`config.mk`:
```
export PLATFORM = sky130hd
export DESIGN_NAME = ffsa_front
export DESIGN_NICKNAME = d
export VERILOG_FILES = /design/src/assert_macros.svh /design/src/ffsa_pkg.sv /design/src/ffsa_front.sv
export SDC_FILE = /design/constraint.sdc
export NUM_CORES = 1
export LEC_CHECK = 0
export BUFFER_PORTS_ARGS = -buffer_cell sky130_fd_sc_hd__buf_2
export CORE_MARGIN = 3
export CORE_UTILIZATION = 41
export DETAILED_ROUTE_END_ITERATION = 10
export MAX_ROUTING_LAYER = met4
export PLACE_DENSITY = 0.82
export SYNTH_ARGS = -nofsm -noshare
export SYNTH_HDL_FRONTEND = slang
export SYNTH_SLANG_ARGS = --single-unit
```
`constraint.sdc`:
```
create_clock -name clk -period 2.5 [get_ports clk]
set_input_delay 0.75 -clock clk [delete_from_list [all_inputs] [get_ports clk]]
set_output_delay 0.75 -clock clk [all_outputs]
set_load 0.02 [all_outputs]
```
`src/assert_macros.svh`:
```
// Assertion macros used by the allocator back end.
`ifndef ASSERT_MACROS_SVH
`define ASSERT_MACROS_SVH

// Condition that must hold at every clock edge outside reset.
`define AST_HOLD(lbl, clk, rst, expr, msg) \
  lbl: assert property (@(posedge clk) disable iff (rst) (expr)) else $error(msg);

// Antecedent in one cycle implies consequent in the next.
`define AST_NEXT(lbl, clk, rst, ante, cons, msg) \
  lbl: assert property (@(posedge clk) disable iff (rst) (ante) |=> (cons)) else $error(msg);

`endif

```
`src/ffsa_pkg.sv`:
```
// Shared types, codes and helpers of the first-fit segment allocator.
`timescale 1ns / 1ps
package ffsa_pkg;

  localparam int DEVICES_DEF    = 4;
  localparam int SEGMENTS_DEF   = 4096;
  localparam int VM_ID_BITS_DEF = 8;
  localparam int NUM_DESC       = 4;
  localparam int TOT_W          = 13;
  localparam int QDEPTH         = 2;

  localparam logic [1:0] KIND_ALLOC = 2'd0;
  localparam logic [1:0] KIND_REL   = 2'd1;
  localparam logic [1:0] KIND_ALL   = 2'd2;

  localparam logic [2:0] STAT_OK       = 3'd0;
  localparam logic [2:0] STAT_MISALIGN = 3'd1;
  localparam logic [2:0] STAT_NO_VM    = 3'd2;
  localparam logic [2:0] STAT_NO_DEV   = 3'd3;
  localparam logic [2:0] STAT_NO_SPACE = 3'd4;
  localparam logic [2:0] STAT_MISMATCH = 3'd5;

  localparam logic [2:0] CFG_SEG_SIZE = 3'd0;
  localparam logic [2:0] CFG_DEV_CNT  = 3'd1;
  localparam logic [2:0] CFG_DESC0    = 3'd2;
  localparam logic [2:0] CFG_DESC3    = 3'd5;

  typedef struct packed {
    logic [1:0]  kind;
    logic [7:0]  tier;
    logic [7:0]  unit;
    logic [7:0]  vm;
    logic        vm_exists;
    logic [23:0] size_mb;
    logic [23:0] offset_mb_in;
  } item_t;

  typedef struct packed {
    logic [2:0]  status;
    logic [1:0]  device_index;
    logic [23:0] offset_mb_out;
    logic [23:0] granted_mb;
    logic [15:0] alignment_mb;
  } result_t;

  typedef struct packed {
    logic [15:0]                seg;
    logic [2:0]                 dev_n;
    logic [NUM_DESC-1:0][28:0] desc;
  } cfg_t;

  typedef struct packed {
    item_t      item;
    logic       dev_hit;
    logic [1:0] dev_idx;
  } cmd_t;

  // Segment count of a descriptor, saturated at the map size.
  function automatic logic [TOT_W-1:0] dev_total(input logic [28:0] desc,
                                                  input int seg_max);
    logic [TOT_W-1:0] t;
    t = desc[28:16];
    if (int'(t) > seg_max) begin
      t = TOT_W'(seg_max);
    end
    return t;
  endfunction

endpackage

```
`src/ffsa_front.sv`:
```
// Front end: configuration registers, item intake and device match.
`timescale 1ns / 1ps
module ffsa_front #(
  parameter int DEVICES = ffsa_pkg::DEVICES_DEF
) (
  input  logic            clk,
  input  logic            rst,
  input  logic            cfg_we,
  input  logic [2:0]      cfg_index,
  input  logic [28:0]     cfg_data,
  input  logic            start,
  input  ffsa_pkg::item_t item,
  input  logic            back_ready,
  input  logic            q_full,
  output logic            busy,
  output logic            push,
  output ffsa_pkg::cmd_t  cmd,
  output ffsa_pkg::cfg_t  cfg
);

  logic [15:0] seg_size;
  logic [2:0]  dev_count;
  logic [ffsa_pkg::NUM_DESC-1:0][28:0] desc;

  always_ff @(posedge clk) begin
    if (rst) begin
      seg_size  <= 16'd1;
      dev_count <= '0;
      desc      <= '0;
    end else if (cfg_we) begin
      if (cfg_index == ffsa_pkg::CFG_SEG_SIZE) begin
        seg_size <= cfg_data[15:0];
      end else if (cfg_index == ffsa_pkg::CFG_DEV_CNT) begin
        dev_count <= cfg_data[2:0];
      end else if (cfg_index >= ffsa_pkg::CFG_DESC0 && cfg_index <= ffsa_pkg::CFG_DESC3) begin
        desc[2'(cfg_index - ffsa_pkg::CFG_DESC0)] <= cfg_data;
      end
    end
  end

  always_comb begin
    cfg.seg   = seg_size;
    cfg.dev_n = (int'(dev_count) > DEVICES) ? 3'(DEVICES) : dev_count;
    cfg.desc  = desc;
  end

  // Pick the lowest device in use whose tier and unit both match.
  always_comb begin
    cmd.item    = item;
    cmd.dev_hit = 1'b0;
    cmd.dev_idx = '0;
    for (int d = ffsa_pkg::NUM_DESC - 1; d >= 0; d--) begin
      if (d < int'(cfg.dev_n) && desc[d][7:0] == item.tier && desc[d][15:8] == item.unit) begin
        cmd.dev_hit = 1'b1;
        cmd.dev_idx = 2'(d);
      end
    end
  end

  assign busy = !back_ready || q_full;
  assign push = start && !busy;

endmodule

```
# After elaboration in Yosys (flattened, before gate mapping)
# Index checks and enable logic that the tools add are counted.
classes:
  n_addsub: 1
  order_cmp: 9
  eq_ne: 9
  muxes: 8
  bitwise_logic: 2
  n_reduce_logical: 18
op_table:
  columns: ["operator", "n"]
  rows:
  - ["bitwise mux 116 bit", 1]
  - ["== test 8 bit", 8]
  - ["demux 29 bit (select 2 bit)", 1]
  - ["2-to-1 mux 29 bit", 1]
  - ["2-to-1 mux 3 bit", 5]
  - ["logical AND 1 bit", 11]
  - ["< comparator 1 x 3 -> 1 bit, first input constant", 2]
  - ["< comparator 2 x 3 -> 1 bit, first input constant", 2]
  - ["AND reduction 4 bit", 1]
  - ["== test 3 x 1 -> 1 bit, second input constant", 1]
  - [">= comparator 3 x 2 -> 1 bit, second input constant", 1]
  - ["> comparator 3 bit, second input constant", 1]
  - ["<= comparator 3 bit, second input constant", 1]
  - ["zero test 3 bit", 1]
  - ["< comparator 2 x 3 -> 1 bit, second input constant", 1]
  - ["AND reduction 3 bit", 1]
  - [">= comparator 2 x 1 -> 1 bit, second input constant", 1]
  - ["zero test 1 bit", 2]
  - ["NOT 1 bit", 2]
  - ["AND reduction 2 bit", 1]
  - ["subtractor 2 bit, second input constant", 1]
  - ["logical OR 1 bit", 1]
word_totals:
  reg_bits: 135
  in_bits: 113
  out_inout_bits: 215
  elab_cells: 53

# Logic depth before layout (Yosys ltp)
# Gate-level depths: netlist of the first run.
logic_depth:
  depth_word: 9
  ltp_mapped: 7
  mapped_depth_nobuf: 5

# Worst setup path after synthesis of the first run
# OpenSTA, ideal clock, no wires.
synth_path:
  path_type: "input -> output"
  start: "input item[62] (netlist name)"
  end: "output cmd[0] (netlist name)"
  t_arrival_ns: 2.012
  required_time_ns: 1.750
  setup_slack_ns: -0.262
  stages: 6
  cell_sequence: "clkbuf_1 -> xnor2_1 -> nand4_1 -> nor4_2 -> nand3_1 -> a21oi_1"
synth_lines:
  columns: ["element", "line_no", "text"]
  rows:
  - ["from (decl)", "ffsa_front.sv:12", "input ffsa_pkg::item_t item,"]
  - ["to (decl)", "ffsa_front.sv:17", "output ffsa_pkg::cmd_t cmd,"]

==> results of run 1 <==
[worst reg2reg max path: stages, from the launching register on]
cell,delay [ps]
dfxtp_1,520
nand2_1,90
a21oi_1,160
[where the power goes]
part / internal (W) / switching [W]
combinational: 0.000204 / 0.000360
clock: 0.00164 / 0.000955
sequential: 0.00220 / 0.0000375
total: 0.00404 / 0.00135
[logic make-up (layout without fill, tap and decap cells)]
family,Yosys count,in the layout,share of synthesized area
flops,135,135,0.444
simple gates,314,314,0.217
xor+xnor,64,64,0.0920
compound gates,137,137,0.116
buf+inv,122,288,0.127
mux,3,3,0.00493
[metal layers]
metal,vias to the layer above,track usage,share of wire
met5,-,-,0
met4,0,0.124,0.040
li1,2727,-,-
met2,406,0.429,0.48
met3,74,0.0808,0.10
met1,2806,0.301,0.38
[metrics by stage]
stage                     setup slack [ps]  hold slack [ps]  setup TNS [ps]
after global placement                -469              438           -1310
after global routing                  -517              471           -1470
after floorplan                       -176              489            -458
after CTS                             -507              451           -1430
final                                 -476              451           -1350
after detailed placement              -477              443           -1370
[layout make-up]
cell class,count,area [µm²]
Clock buffer,20,467
Sequential cell,135,2700
Multi-Input combinational cell,518,2750
Fill cell,1252,6420
Clock inverter,12,149
Inverter,1,3.75
Tap cell,180,225
Timing Repair Buffer,255,1480
[placed cells by master, fill, tap and decap left out, drive strengths merged, types with 2 or more instances in the layout]
cell and instances:
nand3b 2, clkinvlp 4, nand4 8, dfxtp 135
bufinv 3, buf 255, clkbuf 20, clkinv 4
mux2i 3, nor2b 2, nand3 6, nand2b 3
a21oi 133, xor2 28, xnor2 36, nor4 9
nor2 9, or2 3, inv 2, nand2 267
nor3 2
[final timing paths]
path | depth (start not counted) | end | slack, ps
setup / recovery | 9 | cmd[0] | -480
hold / removal | 2 | cfg[23] | 450
setup reg to reg | 2 | cfg[6] | 1670
hold reg to reg | 2 | cfg[23] | 450
[registers in the layout, indices dropped and copies added (netlist names)]
name,cells
cfg,116
seg_size,16
dev_count,3
[what timing repair did]
item                                    4_1_cts  5_1_grt
buffers inserted                              2        0
pin swaps                                     5        7
resized for setup                            22        8
endpoints found under the setup margin        3        3
hold buffers                                  0        0
==> results_dict.tcl, run 1 <==
set metrics [dict create \
    outcome "complete, but fails checks" \
    violations "negative setup slack" \
    yosys-top-cells-count "nand2_1 (267), dfxtp_1 (135), a21oi_1 (133)" \
    syn_inst 775 \
    antenna_found_initial 0 \
    syn_area_um2 6090 \
    worst_pin_slew_ps 747 \
    ir_worst_vdd_uv 440 \
    start_util 0.429 \
    min_path_type "flop to flop" \
    cp_top_family "simple AND/OR/NAND/NOR gates" \
    fin_crit_ps 2980 \
    yosys.area.top_type_share 0.444 \
    slew_headroom 0.502 \
    ys.flop_type "dfxtp_1" \
    slowest_stage "nor4_2" \
    critPathArrivalTime_ps 2230 \
    hold_viol_final 0 \
    yosys_register_bits 135 \
    crit_path_start_kind "primary input" \
    power.total_w 0.00540 \
    yosys.area.top_type "dfxtp_1" \
    r2r_start "cfg[6]" \
    final_area_um2 7780 \
    max_stage_delay_ps 330 \
    yosys_warnings 0 \
    dp_cells 1087 \
    fp.dieH_um 128 \
    grt_pass1_vias 5651 \
    fin_cells 1121 \
    crit_path_end_kind "output port" \
    cts.sinks 135 \
    grt_max_degree 46 \
    cap_violations 0 \
    drt.antenna.violating_nets 0 \
    critical_path_buf_inv_count 4 \
    clk_latency_ps 410 \
    port_buffers 209 \
    place_congestion 0.965 \
    syn_nets 888 \
    utilization 0.548 \
    drt_iter0_drc 509 \
    vias 6013 \
    antenna_cells 0 \
    p_per_area_nw_per_um2 694 \
    startpoint "item[61]" \
    dpl.hpwl_um 15300 \
    hp-start "cfg[23]" \
    drv_slew 0 \
    max_freq_mhz 336 \
    synth_cell_types 34 \
    htreeDepth 4 \
    cts_made_buffers 17 \
    ys_seq_area_frac 0.444 \
    synth_area_leaders "dfxtp_1 (44%), nand2_1 (16%), a21oi_1 (11%), buf_4 (9.2%), xnor2_1 (5.2%)" \
    finalSetupViolCount 3 \
    clk_pin_slew_ps 60 \
    cts_root_buf "clkbuf_16" \
    die-area_um2 16400 \
    drive_gt1_frac 0.335 \
    core_um2 14200 \
    avgViaCountPerCell 5.36 \
    worst-setup-path-type "primary input to output port" \
    io_pins 328 \
    cp.required_ps 1750 \
    post-route-period-util 1.19 \
    syn-mean-instance-area_um2 7.86 \
    finalNetCount 1041 \
    finalClockSkew_ps 0 \
    crit_path_max_fanout 3 \
    die_x_um 128 \
    setup_ws_ps -476 \
    async_flop_share 0 \
    rsz0062_at_grt "true" \
    wl_per_cell_um 19.3 \
    placed_area_um2 6990 \
    rows 43 \
    synth_edf_count 0 \
    cts_tree "done" \
    synth.most_common_cell "nand2_1" \
    grtUsageTotal 0.265 \
    area_growth_pct 27.7 \
    grt.overflow.total 0 \
    leakage_nw 3.38 \
    cts_max_path_buffers 2 \
    drcViolationCount 0 \
    drtPass1Iterations 5 \
    critical_path.cell_chain "buf_6 -> buf_6 -> xor2_2 -> nor4_2 -> nand4_1 -> nor4_4 -> buf_4 -> a21oi_2 -> buf_4" \
    grt_pass1_wl_um 31900 \
    wl_um 21600 \
]
No activity file was read; power rests on OpenSTA's default activity.
==> run 2: changes to the inputs <==
--- a/config.mk
+++ b/config.mk
@@ -6,11 +6,11 @@
 export NUM_CORES = 1
 export LEC_CHECK = 0
 export BUFFER_PORTS_ARGS = -buffer_cell sky130_fd_sc_hd__buf_2
-export CORE_MARGIN = 3
-export CORE_UTILIZATION = 41
+export CORE_AREA = 3 3 128 130
 export DETAILED_ROUTE_END_ITERATION = 10
+export DIE_AREA = 0 0 131 133
 export MAX_ROUTING_LAYER = met4
-export PLACE_DENSITY = 0.82
+export PLACE_DENSITY = 0.77
 export SYNTH_ARGS = -nofsm -noshare
 export SYNTH_HDL_FRONTEND = slang
 export SYNTH_SLANG_ARGS = --single-unit
==> constraint.sdc (replaced) <==
create_clock -name clk -period 3.4 [get_ports clk]
set_input_delay 0.34 -clock clk [delete_from_list [all_inputs] [get_ports clk]]
set_output_delay 0.34 -clock clk [all_outputs]
set_load 0.02 [all_outputs]
==> run 2 against run 1 <==
Against the previous run: the run now ends clean; clock skew stayed put; worst hold slack worse by 260 ps; wire length is 4.5% lower; critical path depth is 3 lower; register-to-register slack better by 960 ps; sequential share of layout area is 2.0 points higher; cell count is 0.45% lower; combinational power is 36% lower; core utilization is 6.5 points lower; first-iteration DRC count is 8.3% lower; critical endpoint is now cmd[1]; largest cell class is now sequential cells.
==> results_dict.tcl, run 2 (synthesis gave the netlist of run 1 again) <==
set metrics [dict create \
    cts_made_buffers 17 \
    finalNetCount 1006 \
    critPathArrivalTime_ps 2190 \
    core_um2 15300 \
    max_freq_mhz 395 \
    io_pins 328 \
    htreeDepth 4 \
    outcome "finished clean" \
    antenna_cells 0 \
    comb_power_share 0.092 \
    post-route-period-util 0.745 \
    fp.dieH_um 133 \
    cap_violations 0 \
    ir_worst_vdd_uv 310 \
    cts.sinks 135 \
    area_growth_pct 20.8 \
    rows 45 \
    utilization 0.482 \
    clk_latency_ps 410 \
    p_clk_frac 0.492 \
    die_x_um 131 \
    avgViaCountPerCell 5.11 \
    grtUsageTotal 0.237 \
    leakage_nw 3.15 \
    drt.antenna.violating_nets 0 \
    cts_max_path_buffers 2 \
    layout_commonest_cell "nand2_1" \
    worst_pin_slew_ps 876 \
    multi_input_area_um2 2630 \
    largest_register_ffs 116 \
    r2r_start "dev_count[2]" \
    setup_tns_ps 0 \
    hp-start "cfg_data[25]" \
    grt_max_degree 83 \
    slowest_stage "dfxtp_1" \
    placed_area_um2 6740 \
    min_path_type "primary input to flop" \
    vias 5698 \
    grt.overflow.total 0 \
    crit_path_max_fanout 3 \
    cts_resized 0 \
    finalClockSkew_ps 0 \
    critical_path.cell_chain "xnor2_1 -> nand4_2 -> nor4_4 -> a2bb2oi_1 -> a311oi_2 -> buf_2" \
    pwr-share-seq 0.417 \
    crit_path_end_kind "output port" \
    seq_area_um2 2700 \
    rsz0062_at_grt "false" \
    drtPass1Iterations 5 \
    post-cts-setup-buffers 0 \
    p_per_area_nw_per_um2 536 \
    wl_um 20600 \
    wl_per_cell_um 18.5 \
    final_area_um2 7360 \
    cts_tree "done" \
    grt_pass1_wl_um 30200 \
    drt_iter0_drc 467 \
    hold_viol_final 0 \
    slew_headroom 0.416 \
    dpl.hpwl_um 15000 \
    clk_pin_slew_ps 60 \
    drive_gt1_frac 0.293 \
    cts_root_buf "clkbuf_16" \
    fin_crit_ps 2530 \
    cp.required_ps 3060 \
    die-area_um2 17400 \
    finalSetupViolCount 0 \
    place_congestion 0.933 \
    port_buffers 209 \
    final_cell_mix "nand2_1 (267), buf_2 (208), dfxtp_1 (135), a21oi_1 (133), xnor2_1 (36)" \
    power.switching_w 0.000973 \
    ctsHoldBuffers 0 \
    fillCellCount 1485 \
    drv_slew 0 \
    antenna_found_initial 0 \
    grt_pass1_vias 5323 \
    max_stage_delay_ps 360 \
    drcViolationCount 0 \
    startpoint "cfg[101]" \
    switching_share 0.247 \
    intPower_w 0.00297 \
    start_util 0.399 \
    worst-setup-path-type "flop to output port" \
    crit_path_start_kind "flop" \
]
[run 2: cell types whose count changed in the layout (fill, tap and decap cells not counted), moves of 2 or more]
| cell | delta |
|---|---|
| buf_12 | -2 |
| buf_2 | +9 |
| buf_4 | -34 |
| buf_6 | -8 |
| clkbuf_8 | -2 |
| clkinv_4 | +2 |
| nor4_1 | +4 |
| nor4_2 | -2 |
| nor4_4 | -2 |
| xnor2_1 | +5 |
| xnor2_2 | -5 |
| xor2_1 | +3 |
| xor2_2 | -2 |
[run 2: per-layer routing]
| layer | wire length, µm | global-route usage |
|---|---|---|
| met5 | 0 | - |
| met1 | 8650 | 0.291 |
| met2 | 9640 | 0.364 |
| met3 | 1580 | 0.0597 |
| met4 | 745 | 0.107 |
[run 2: final cells by class]
class / instances / share of cell area
clock buffers: 18 / 0.0597
clock inverters: 13 / 0.0245
inverters: 1 / 0.000510
multi-input cells: 518 / 0.357
flip-flops and latches: 135 / 0.367
well taps: 211 / 0.0359
repair buffers: 220 / 0.155
[run 2: worst max-delay path, delay by kind of cell (launching register included)]
family          cells  cell delay (ps)
simple gates        2              490
compound gates      2              390
flops               1              360
xor+xnor            1              350
buf+inv             1              200
[run 2: power groups by stage]
stage | Clock, W | Combinational [W] | Sequential, W
finish | 0.00194 | 0.000361 | 0.00164
global route | 0.00203 | 0.000389 | 0.00165
CTS | 0.00196 | 0.000361 | 0.00164
detailed placement | 0 | 0.000360 | 0.00168
global placement | 0 | 0.000357 | 0.00168
floorplan | 0 | 0.000273 | 0.00171
[run 2: per-stage QoR]
stage          total power [W]  hold WS [ps]  setup slack (ps)  cells
4_1_cts                0.00397           175               835   1116
3_3_place_gp           0.00203           438              1230   1085
3_5_place_dp           0.00204           443              1180   1085
6_report               0.00394           191               866   1116
5_1_grt                0.00407           184               724   1116
2_1_floorplan          0.00199           461              1460    775
[run 2: worst paths after layout]
check	end	slack, ps	cells past startpoint
setup / recovery	cmd[1]	870	6
hold / removal	cfg[54]	190	3
setup reg to reg	dev_count[2]	2630	2
hold reg to reg	seg_size[8]	450	2
