==> config.mk <==
export PLATFORM = sky130hd
export DESIGN_NAME = ffsa_queue
export DESIGN_NICKNAME = d
export VERILOG_FILES = /design/src/assert_macros.svh /design/src/ffsa_pkg.sv /design/src/ffsa_queue.sv
export SDC_FILE = /design/constraint.sdc
export NUM_CORES = 1
export LEC_CHECK = 0
export BUFFER_PORTS_ARGS = -buffer_cell sky130_fd_sc_hd__buf_2
export CELL_PAD_IN_SITES_DETAIL_PLACEMENT = 0
export CELL_PAD_IN_SITES_GLOBAL_PLACEMENT = 1
export CORE_MARGIN = 10
export CORE_UTILIZATION = 32
export CTS_BUF_LIST = sky130_fd_sc_hd__clkbuf_4
export DETAILED_ROUTE_END_ITERATION = 16
export HOLD_SLACK_MARGIN = 0.15
export PLACE_DENSITY_LB_ADDON = 0.15
export SYNTH_ARGS = -nofsm -noshare
export SYNTH_HDL_FRONTEND = slang
export SYNTH_SLANG_ARGS = --single-unit
==> constraint.sdc <==
create_clock -name clk -period 4.1 [get_ports clk]
set_clock_uncertainty 0.1 [all_clocks]
set_input_delay 0.82 -clock clk [delete_from_list [all_inputs] [get_ports clk]]
set_output_delay 0.82 -clock clk [all_outputs]
set_load 0.005 [all_outputs]
==> src/assert_macros.svh <==
// Assertion macros used by the allocator back end.
`ifndef ASSERT_MACROS_SVH
`define ASSERT_MACROS_SVH

// Condition that must hold at every clock edge outside reset.
`define AST_HOLD(lbl, clk, rst, expr, msg) \
  lbl: assert property (@(posedge clk) disable iff (rst) (expr)) else $error(msg);

// Antecedent in one cycle implies consequent in the next.
`define AST_NEXT(lbl, clk, rst, ante, cons, msg) \
  lbl: assert property (@(posedge clk) disable iff (rst) (ante) |=> (cons)) else $error(msg);

`endif

==> src/ffsa_pkg.sv <==
// Shared types, codes and helpers of the first-fit segment allocator.
`timescale 1ns / 1ps
package ffsa_pkg;

  localparam int DEVICES_DEF    = 4;
  localparam int SEGMENTS_DEF   = 4096;
  localparam int VM_ID_BITS_DEF = 8;
  localparam int NUM_DESC       = 4;
  localparam int TOT_W          = 13;
  localparam int QDEPTH         = 2;

  localparam logic [1:0] KIND_ALLOC = 2'd0;
  localparam logic [1:0] KIND_REL   = 2'd1;
  localparam logic [1:0] KIND_ALL   = 2'd2;

  localparam logic [2:0] STAT_OK       = 3'd0;
  localparam logic [2:0] STAT_MISALIGN = 3'd1;
  localparam logic [2:0] STAT_NO_VM    = 3'd2;
  localparam logic [2:0] STAT_NO_DEV   = 3'd3;
  localparam logic [2:0] STAT_NO_SPACE = 3'd4;
  localparam logic [2:0] STAT_MISMATCH = 3'd5;

  localparam logic [2:0] CFG_SEG_SIZE = 3'd0;
  localparam logic [2:0] CFG_DEV_CNT  = 3'd1;
  localparam logic [2:0] CFG_DESC0    = 3'd2;
  localparam logic [2:0] CFG_DESC3    = 3'd5;

  typedef struct packed {
    logic [1:0]  kind;
    logic [7:0]  tier;
    logic [7:0]  unit;
    logic [7:0]  vm;
    logic        vm_exists;
    logic [23:0] size_mb;
    logic [23:0] offset_mb_in;
  } item_t;

  typedef struct packed {
    logic [2:0]  status;
    logic [1:0]  device_index;
    logic [23:0] offset_mb_out;
    logic [23:0] granted_mb;
    logic [15:0] alignment_mb;
  } result_t;

  typedef struct packed {
    logic [15:0]                seg;
    logic [2:0]                 dev_n;
    logic [NUM_DESC-1:0][28:0] desc;
  } cfg_t;

  typedef struct packed {
    item_t      item;
    logic       dev_hit;
    logic [1:0] dev_idx;
  } cmd_t;

  // Segment count of a descriptor, saturated at the map size.
  function automatic logic [TOT_W-1:0] dev_total(input logic [28:0] desc,
                                                  input int seg_max);
    logic [TOT_W-1:0] t;
    t = desc[28:16];
    if (int'(t) > seg_max) begin
      t = TOT_W'(seg_max);
    end
    return t;
  endfunction

endpackage

==> src/ffsa_queue.sv <==
// Short item queue between the front end and the back end.
`timescale 1ns / 1ps
module ffsa_queue (
  input  logic           clk,
  input  logic           rst,
  input  logic           push,
  input  ffsa_pkg::cmd_t push_cmd,
  input  logic           pop,
  output ffsa_pkg::cmd_t head,
  output logic           empty,
  output logic           full
);

  ffsa_pkg::cmd_t slots [ffsa_pkg::QDEPTH];
  logic       wp;
  logic       rp;
  logic [1:0] cnt;

  always_ff @(posedge clk) begin
    if (rst) begin
      wp  <= 1'b0;
      rp  <= 1'b0;
      cnt <= '0;
    end else begin
      if (push && !full) begin
        wp <= !wp;
      end
      if (pop && !empty) begin
        rp <= !rp;
      end
      cnt <= cnt + 2'(push && !full) - 2'(pop && !empty);
    end
  end

  always_ff @(posedge clk) begin
    if (push && !full) begin
      slots[wp] <= push_cmd;
    end
  end

  assign head  = slots[rp];
  assign empty = (cnt == 2'd0);
  assign full  = (cnt == 2'(ffsa_pkg::QDEPTH));

endmodule

# After elaboration in Yosys (flattened, before gate mapping)
# Memory sizes are Yosys's and may differ from the RTL's. A register that Yosys moved wholly into a read port is not among the register bits.
# Cells that the tools add are included.
totals:
  input_bits: 82
  mem_count: 1
  register_bits: 4
  output_inout_bits: 80
  elab_cells: 18
  ramBits: 156
memory_table:
  columns: ["memory", "words", "width", "read_ports", "rd_ports_with_merged_regs", "write_ports", "line", "source"]
  rows:
  - ["slots", 2, 78, 1, 1, 1, "ffsa_queue.sv:14", "ffsa_pkg::cmd_t slots [ffsa_pkg::QDEPTH];"]
op_classes:
  eq_ne: 1
  n_mux: 4
  reduce_logical: 7
  add_sub_neg: 2
op_table:
  columns: ["cell", "count"]
  rows:
  - ["logical NOT 1 bit", 4]
  - ["two-way mux 1 bit", 4]
  - ["adder 2 x 1 -> 2 bit", 1]
  - ["== test 2 bit, second input constant", 1]
  - ["logical AND 1 bit", 2]
  - ["logical NOT 2 bit", 1]
  - ["subtractor 2 x 1 -> 2 bit", 1]

# Longest topological paths before layout
# Gate-level depths: netlist of the first run.
depth:
  depth_word: 5
  depth_mapped: 8

# Worst setup path after synthesis of the first run
# Ideal clock, no wire load.
synth_path:
  kind: "input to register"
  start: "in push"
  end: "mem slots[0][0] (netlist name) (enable)"
  cell_stages: 3
  setup_ns: 0.432
  arrival_time_ns: 2.734
  slack_ns: 0.834
  n_path_buf: 0
  path_cell_list: "inv_1 -> or3_1 -> inv_1"
synth_between:
  elab_chain_cells: 3
synth_rtl:
  columns: ["element", "line", "source"]
  rows:
  - ["start, declared", "ffsa_queue.sv:6", "input logic push,"]
  - ["logical AND 1 bit", "ffsa_queue.sv:36", "if (push && !full) begin"]
  - ["two-way mux 1 bit", "ffsa_queue.sv:36", null]
  - ["two-way mux 1 bit (not written as such)", "ffsa_queue.sv:37", "slots[wp] <= push_cmd;"]
  - ["end, declared", "ffsa_queue.sv:14", null]
# Every way passes these cells.

==> results of run 1 <==
-- stage by stage --
stage | setup WS [ps] | cell area, um2 | instances
after floorplan | 834 | 5940 | 270
after global routing | 844 | 7310 | 687
after detailed placement | 1360 | 7030 | 655
after CTS | 877 | 7310 | 687
after global placement | 1390 | 7030 | 655
final | 1040 | 7310 | 687
-- layout make-up --
class                   instances  area, um2  share of cell area
flip-flops and latches        161       4790               0.655
inverters                       4       16.3             0.00222
repair buffers                165        861               0.118
clock inverters                15        158              0.0216
clock buffers                  17        128              0.0175
well taps                     229        287              0.0392
multi-input cells              96       1080               0.147
-- registers in the layout, summed over array words and instances, names as in the netlist, named ones only --
signal,cells
rp,1
cnt,2
slots,156
wp,1
-- kinds of logic after synthesis --
kind of cell               Yosys count
buffers and inverters               13
AOI/OAI and AO/OA                    3
adders and majority gates            2
and+or+nand+nor                     11
xor gates and xnor gates             2
DFF                                161
muxes                               78
-- power groups by stage --
stage / sequential, W / combinational, W / clock (W)
finish: 0.00221 / 0.00109 / 0.000931
floorplan: 0.00218 / 0.000708 / 0
detailed placement: 0.00226 / 0.00114 / 0
global placement: 0.00225 / 0.00113 / 0
global route: 0.00224 / 0.00121 / 0.00106
CTS: 0.00222 / 0.00115 / 0.000985
-- worst max-delay path by stage --
| stage | to | slack (ps) | cells after the start |
|---|---|---|---|
| floorplan | slots[0][0]$_DFFE_PP_ | 830 | 3 |
| global placement | slots[0][52]$_DFFE_PP_ | 1390 | 5 |
| detailed placement | slots[0][52]$_DFFE_PP_ | 1360 | 5 |
| CTS | head[36] | 880 | 3 |
| global route | head[31] | 840 | 3 |
| finish | head[31] | 1040 | 3 |
-- metal layers --
layer / routed length, um / GRT usage / part of all wire
met1: 5610 / 0.121 / 0.45
met2: 5820 / 0.163 / 0.47
met3: 823 / 0.0430 / 0.067
met4: 112 / 0.0337 / 0.0091
met5: 0 / 0 / 0
-- cells in the mapped netlist (2+ instances only) --
master | n | area share
buf_2 | 5 | 0.0042
buf_6 | 4 | 0.0076
dfxtp_1 | 5 | 0.017
edfxtp_1 | 156 | 0.79
ha_1 | 2 | 0.0042
inv_1 | 3 | 0.0019
mux2_2 | 58 | 0.11
mux2_4 | 20 | 0.051
nor2_1 | 4 | 0.0025
==> impl_metrics.toml, run 1 <==
[cells_and_area]
area_growth_pct = 23.1
antenna_cells = 0
drive_gt1_frac = 0.605
layout_commonest_cell = "buf_2"
final.fill_count = 1658
final_nets = 529
final_util = 0.404
layout_common_cells = "161 x buf_2, 156 x edfxtp_1, 58 x mux2_2"

[setup_path]
critical_path.slowest_cell = "dfxtp_4"
critical_path_arrival_ps = 2140
r2r-start = "cnt[0]$_SDFF_PP0_"
required_ps = 3180
end_kind = "output pin"
r2r-end = "slots[0][50]$_DFFE_PP_"
crit_family = "flip-flops"
reg2reg_depth = 5
slowest_delay_ps = 730
rrSetupSlack_ps = 1810
critPathBufInv = 2
path_cells = "buf_12 -> mux2_2 -> buf_2"
start_kind = "flip-flop"
worstPathMaxFanout = 46
path_class = "flip-flop to output pin"

[synth]
synth.mux.area_fraction = 0.160
ys_ff_latch = 161
synthCells = 270
synth_top_family_by_area = "multiplexers"
synthXorXnorAreaFrac = 0.00295
synth_warnings = 0
synth_compound_area_frac = 0.00295
async_flop_share = 0
synth_nets = 354
synth_cell_type_count = 22
synth_edf_count = 156
syn_area_um2 = 5940
synth-simple-area-share = 0.00990
ys_seq_area_frac = 0.805
synthAdderAreaFrac = 0.00421
synth_ff_type = "edfxtp_1"
synth_area_per_cell_um2 = 22.0

[timing]
maxSlewHeadroom = 0.458
hold_viol = 0
period_needed_ps = 3060
finalCritPeriodShare = 0.746
slew_viol_final = 0
worst_pin_slew_ps = 813
rsz0062_at_grt = "no"
max_clock_freq_ghz = 0.327
setup_viol = 0
finalHoldWorstSlack_ps = 370
finalSetupTns_ps = 0

[clock_tree]
cts_tree = "yes"
clk_transition_reported_paths_ps = 140
clockRootBuffer = "clkbuf_4"
clk_latency_ps = 520
cts_setup_buffers = 0
holdBufCountCts = 0
cts_sinks = 161
h-tree-depth = 4
cts_made_buffers = 17
clockBufferDepth = 2
cts.repair.resized = 0

[power]
powerDensity_nw_per_um2 = 579
p_clk_frac = 0.220
p_total_w = 0.00423
p_seq_frac = 0.522
p_int_w = 0.00305
combPwrFrac = 0.258
p_leak_nw = 2.74
vdd_drop_max_uv = 280
p_switching_w = 0.00118
switching_share = 0.279

[route]
wl_per_cell_um = 18.0
wirelength_um = 12400
drtIter0Drc = 78
firstDrtPassIters = 4
vias = 2999
routed_via_density = 4.37
antenna_left = 0
drc = 0

[floorplanning]
die_w_um = 156
core_um2 = 18100
rows = 49
ios = 162
dieArea_um2 = 24400
fp.dieH_um = 156
initial_utilization = 0.329

[hold_path]
min_to = "slots[0][27]$_DFFE_PP_"
hp-start = "push_cmd[27]"
min_path_cells = 1
hold_class = "primary input to flip-flop"

[flow_run]
drv_cap = 0

[placed_design]
globalplace.congestion = 0.677
hpwl_um = 8430
place.port_buffers = 161

[global_route]
grt_pass1_vias = 3393
grt_first_pass_wirelength_um = 18800
grt_max_degree = 55
grt.overflow.total = 0
antenna_found_initial = 0
track_usage = 0.102

[run_status]
status = "finished clean"
No activity file was read; power rests on OpenSTA's default activity.
==> run 2, diff against run 1 <==
Clock period 4.1 ns to 2.8 ns, I/O delays scaled along.
==> impl_metrics.toml, run 2 (synthesized netlist as in run 1, its figures left out) <==
[cells_and_area]
area_growth_pct = 38.0
layout_common_cells = "161 x buf_2, 156 x edfxtp_1, 79 x dlygate4sd3_1"
layout_commonest_cell = "buf_2"
instances_no_fill = 768
reg.largest.list = "slots x156, cnt x2"
regMostFlops = "slots"
final_nets = 610
final.fill_count = 1600
drive_gt1_frac = 0.519
largest_reg_flops = 156
stdcell_area_um2 = 8200
antenna_cells = 0

[placed_design]
globalplace.congestion = 0.715
place_inst = 657
place.port_buffers = 161
hpwl_um = 8490
placed_area_um2 = 7080

[setup_path]
path_cells = "buf_12 -> mux2_2 -> buf_2"
start_kind = "flip-flop"
rrSetupSlack_ps = 750
required_ps = 2140
critical_path_arrival_ps = 1940
slowest_delay_ps = 610
critical_path.slowest_cell = "dfxtp_4"
end_kind = "output pin"
r2r-start = "cnt[0]$_SDFF_PP0_"
r2r-end = "slots[0][38]$_DFFE_PP_"
reg2reg_depth = 5
worstPathMaxFanout = 30
path_class = "flip-flop to output pin"

[timing]
setup_viol = 0
worst_pin_slew_ps = 427
finalHoldWorstSlack_ps = 353
max_clock_freq_ghz = 0.384
slew_viol_final = 0
hold_viol = 0
finalSetupTns_ps = 0
maxSlewHeadroom = 0.715
rsz0062_at_grt = "no"
finalCritPeriodShare = 0.930
period_needed_ps = 2600

[flow_run]
drv_cap = 0

[floorplanning]
core_um2 = 18100
ios = 162
die_w_um = 156
fp.dieH_um = 156
initial_utilization = 0.329
dieArea_um2 = 24400
rows = 49

[clock_tree]
clk_latency_ps = 520
holdBufCountCts = 79
clk_transition_reported_paths_ps = 120
clockBufferDepth = 2
h-tree-depth = 4
cts.repair.resized = 0
cts_tree = "yes"
cts_sinks = 161
clockRootBuffer = "clkbuf_4"
cts_setup_buffers = 0
cts_made_buffers = 17

[route]
wirelength_um = 12800
routed_via_density = 4.31
vias = 3313
wl_per_cell_um = 16.6
drtIter0Drc = 105
drc = 0
antenna_left = 0
firstDrtPassIters = 4

[hold_path]
hold_class = "primary input to flip-flop"
min_path_cells = 4
hp-start = "pop"

[global_route]
grt_pass1_vias = 3867
grt_first_pass_wirelength_um = 20100
track_usage = 0.107
grt_max_degree = 47
grt.overflow.total = 0
antenna_found_initial = 1

[power]
p_leak_nw = 3.11
vdd_drop_max_uv = 321
powerDensity_nw_per_um2 = 792

[run_status]
status = "finished clean"
[run 2: changes by cell type in the layout (fill, tap and decap cells not counted), sizes merged]
| cell | before | now |
|---|---|---|
| clkbuf | 17 | 19 |
| inv | 8 | 6 |
| clkinv | 7 | 4 |
| buf | 165 | 167 |
| bufinv | 2 | 4 |
| dlygate4sd3 | 0 | 79 |
| clkinvlp | 2 | 3 |
[run 2: how the worst max path moves through the flow]
stage,startpoint,end,slack (ps),depth (start not counted)
after floorplan,push,slots[0][0]$_DFFE_PP_,420,3
after global placement,push,slots[0][77]$_DFFE_PP_,620,5
after detailed placement,push,slots[0][77]$_DFFE_PP_,570,5
after CTS,flip-flop,head[51],70,3
after global routing,flip-flop,head[51],30,3
final,flip-flop,head[51],200,3
[run 2: power breakdown]
| part | internal, W | total [W] | switching (W) |
|---|---|---|---|
| clock | 0.000732 | 0.00152 | 0.000789 |
| sequential | 0.00306 | 0.00320 | 0.000139 |
| combinational | 0.000973 | 0.00177 | 0.000793 |
[run 2: cell type report]
type                            instances  area (um2)  share of cell area
Clock buffer                           19         143              0.0174
Clock inverter                         13         183              0.0223
Inverter                                4        18.8             0.00229
Multi-Input combinational cell         96        1080               0.131
Sequential cell                       161        4790               0.584
Tap cell                              229         287              0.0349
Timing Repair Buffer                  246        1700               0.208
[run 2: per-layer routing]
layer | vias to the layer above | part of all wire | track usage
li1 | 1582 | - | -
met1 | 1595 | 0.44 | 0.127
met2 | 119 | 0.46 | 0.170
met3 | 15 | 0.080 | 0.0414
met4 | 2 | 0.016 | 0.0472
met5 | - | 0.00086 | 0
[run 2: critical path: cells and delay by family (launching register included)]
family	cells	cell delay, ps
buffers and inverters	2	420
DFF	1	610
muxes	1	370
[run 2: metrics by stage]
stage	setup slack, ps	utilization	power (W)
floorplan	422	-	0.00423
global placement	617	0.392	0.00499
detailed placement	570	0.392	0.00502
CTS	68.8	0.453	0.00666
global route	25.4	0.453	0.00691
finish	195	0.453	0.00649
==> run 3, diff against run 2 <==
Settings changed: ABC_AREA from default to 1.
==> impl_metrics.toml, run 3 <==
[cells_and_area]
regArea_um2 = 4790
final.fill_count = 1629
largest_reg_flops = 156
layout_common_cells = "161 x buf_2, 156 x edfxtp_1, 79 x dlygate4sd3_1"
reg.largest.list = "slots x156, cnt x2"
multi_input_comb_area_um2 = 1070
regMostFlops = "slots"
final_nets = 623
drive_gt1_frac = 0.507
final_util = 0.449
layout_commonest_cell = "buf_2"
area_growth_pct = 36.7
instances_no_fill = 782

[setup_path]
slowest_delay_ps = 690
path_class = "flip-flop to output pin"
crit_family = "flip-flops"
start_kind = "flip-flop"
critical_path_arrival_ps = 1950
required_ps = 2140
critical_path.slowest_cell = "dfxtp_4"
critPathBufInv = 2
worstPathMaxFanout = 32
end_kind = "output pin"
path_cells = "buf_12 -> mux2_2 -> buf_2"

[route]
vias = 3291
antenna_left = 0
drc = 0
firstDrtPassIters = 4
wl_met3_um = 939
drt-met1-wl_um = 5440
top_layer = "met4"
drtIter0Drc = 106
routed_via_density = 4.21
wl_per_cell_um = 16.1
dr_wl_met2_um = 6100
wirelength_um = 12600

[timing]
worst_pin_slew_ps = 513
rsz0062_at_grt = "no"
period_needed_ps = 2610
hold_viol = 0
finalCritPeriodShare = 0.933
maxSlewHeadroom = 0.658
setup_viol = 0
max_clock_freq_ghz = 0.383
slew_viol_final = 0
finalSetupTns_ps = 0

[synth]
synth_area_per_cell_um2 = 21.1
yosysTopAreaCellShare = 0.786
ys_seq_area_frac = 0.803
synth_edf_count = 156
synth_warnings = 0
synth_ff_type = "edfxtp_1"
syn_area_um2 = 5960
synth_nets = 366
yosysMostFrequentCell = "edfxtp_1"
synth_commonest_cells = "156 x edfxtp_1, 58 x mux2_2, 20 x mux2_4"
synth_area_leaders = "edfxtp_1 79%, mux2_2 11%, mux2_4 5.0%"
ys_ff_latch = 161
synthCells = 282
yosys.area.top_type = "edfxtp_1"
synth_cell_type_count = 12
async_flop_share = 0

[global_route]
antenna_found_initial = 1
track_usage = 0.105
grt_pass1_vias = 3715
grt_max_degree = 60
grt.overflow.total = 0
grt_first_pass_wirelength_um = 19800

[power]
switching_share = 0.283
p_leak_nw = 3.11
powerDensity_nw_per_um2 = 732
p_clk_frac = 0.202
p_seq_frac = 0.535
vdd_drop_max_uv = 328
p_int_w = 0.00428
p_switching_w = 0.00169
combPwrFrac = 0.263

[floorplanning]
fp.dieH_um = 156
initial_utilization = 0.328
rows = 49
core_um2 = 18100
dieArea_um2 = 24500
die_w_um = 156
ios = 162

[clock_tree]
cts_made_buffers = 17
clockBufferDepth = 2
clk_transition_reported_paths_ps = 140
cts.repair.resized = 0
h-tree-depth = 4
clk_latency_ps = 520
cts_tree = "yes"
clockRootBuffer = "clkbuf_4"
cts_sinks = 161

[placed_design]
place_inst = 670
place.port_buffers = 161
globalplace.congestion = 0.658
hpwl_um = 8470

[hold_path]
hold_class = "primary input to flip-flop"

[run_status]
status = "finished clean"

[flow_run]
drv_cap = 0
[run 3: changes by cell type in the layout (fill, tap and decap cells not counted), sizes merged, moves of 3 or more]
cell,change
bufinv,-4
nand2,+7
clkinv,+3
nor2,+5
nand3,+3
inv,+7
[run 3: worst paths after layout]
kind | from | to | slack (ps) | depth (start not counted)
worst max-delay path | flip-flop | head[77] | 190 | 3
worst min-delay path | push | wp$_SDFFE_PP0P_ | 230 | 3
worst min register to register | rp$_SDFFE_PP0P_ | rp$_SDFFE_PP0P_ | 430 | 2
worst max register to register | cnt[0]$_SDFF_PP0_ | cnt[1]$_SDFF_PP0_ | 1120 | 10
[run 3: layout make-up]
type / instances / area share
Sequential cell: 161 / 0.588
Timing Repair Buffer: 247 / 0.210
Multi-Input combinational cell: 102 / 0.132
Tap cell: 229 / 0.0352
Clock buffer: 18 / 0.0166
Clock inverter: 14 / 0.0132
Inverter: 10 / 0.00476
Antenna cell: 1 / 0.000307
[run 3: per-layer routing]
layer / up-vias / global-route usage
met5: - / 0
met4: 0 / 0.0297
met3: 8 / 0.0491
met2: 96 / 0.172
met1: 1575 / 0.120
li1: 1612 / -
[run 3: stage by stage]
| stage | area, um2 | worst slack [ps] | total power (W) | hold slack, ps |
|---|---|---|---|---|
| 3_3_place_gp | 7110 | 687 | 0.00478 | 390 |
| 3_5_place_dp | 7110 | 700 | 0.00479 | 412 |
| 2_1_floorplan | 5970 | 92.0 | 0.00409 | 367 |
| 5_1_grt | 8150 | 25.8 | 0.00637 | 166 |
| 6_report | 8150 | 189 | 0.00596 | 230 |
| 4_1_cts | 8140 | 74.0 | 0.00611 | 156 |
[run 3: worst reg2reg max path: stages (launching register included)]
cell	delay [ps]
dfxtp_1	380
inv_1	60
nand2_1	120
nand2_1	130
ha_1	290
inv_1	40
ha_1	190
inv_1	50
nand2_1	50
a21oi_1	130
nor2_1	50
[run 3: logic make-up after synthesis]
family | Yosys count | synth area share
flip-flops | 161 | 0.803
multiplexers | 78 | 0.160
AND/OR/NAND/NOR | 20 | 0.0132
buffers and inverters | 19 | 0.0181
AO/OA/AOI/OAI | 2 | 0.00168
adder cells (fa/ha/maj) | 2 | 0.00420
[run 3: power by group through the flow]
| stage | Combinational [W] | Sequential, W | Clock, W |
|---|---|---|---|
| 6_report | 0.00157 | 0.00319 | 0.00121 |
| 5_1_grt | 0.00174 | 0.00324 | 0.00139 |
| 4_1_cts | 0.00163 | 0.00320 | 0.00128 |
| 3_5_place_dp | 0.00153 | 0.00326 | 0 |
| 3_3_place_gp | 0.00153 | 0.00325 | 0 |
| 2_1_floorplan | 0.000913 | 0.00318 | 0 |
[run 3: timing repair]
item / 4_1_cts / 5_1_grt
endpoints found under the hold margin: 157 / 0
hold buffers: 79 / 0
setup buffers: 0 / 0
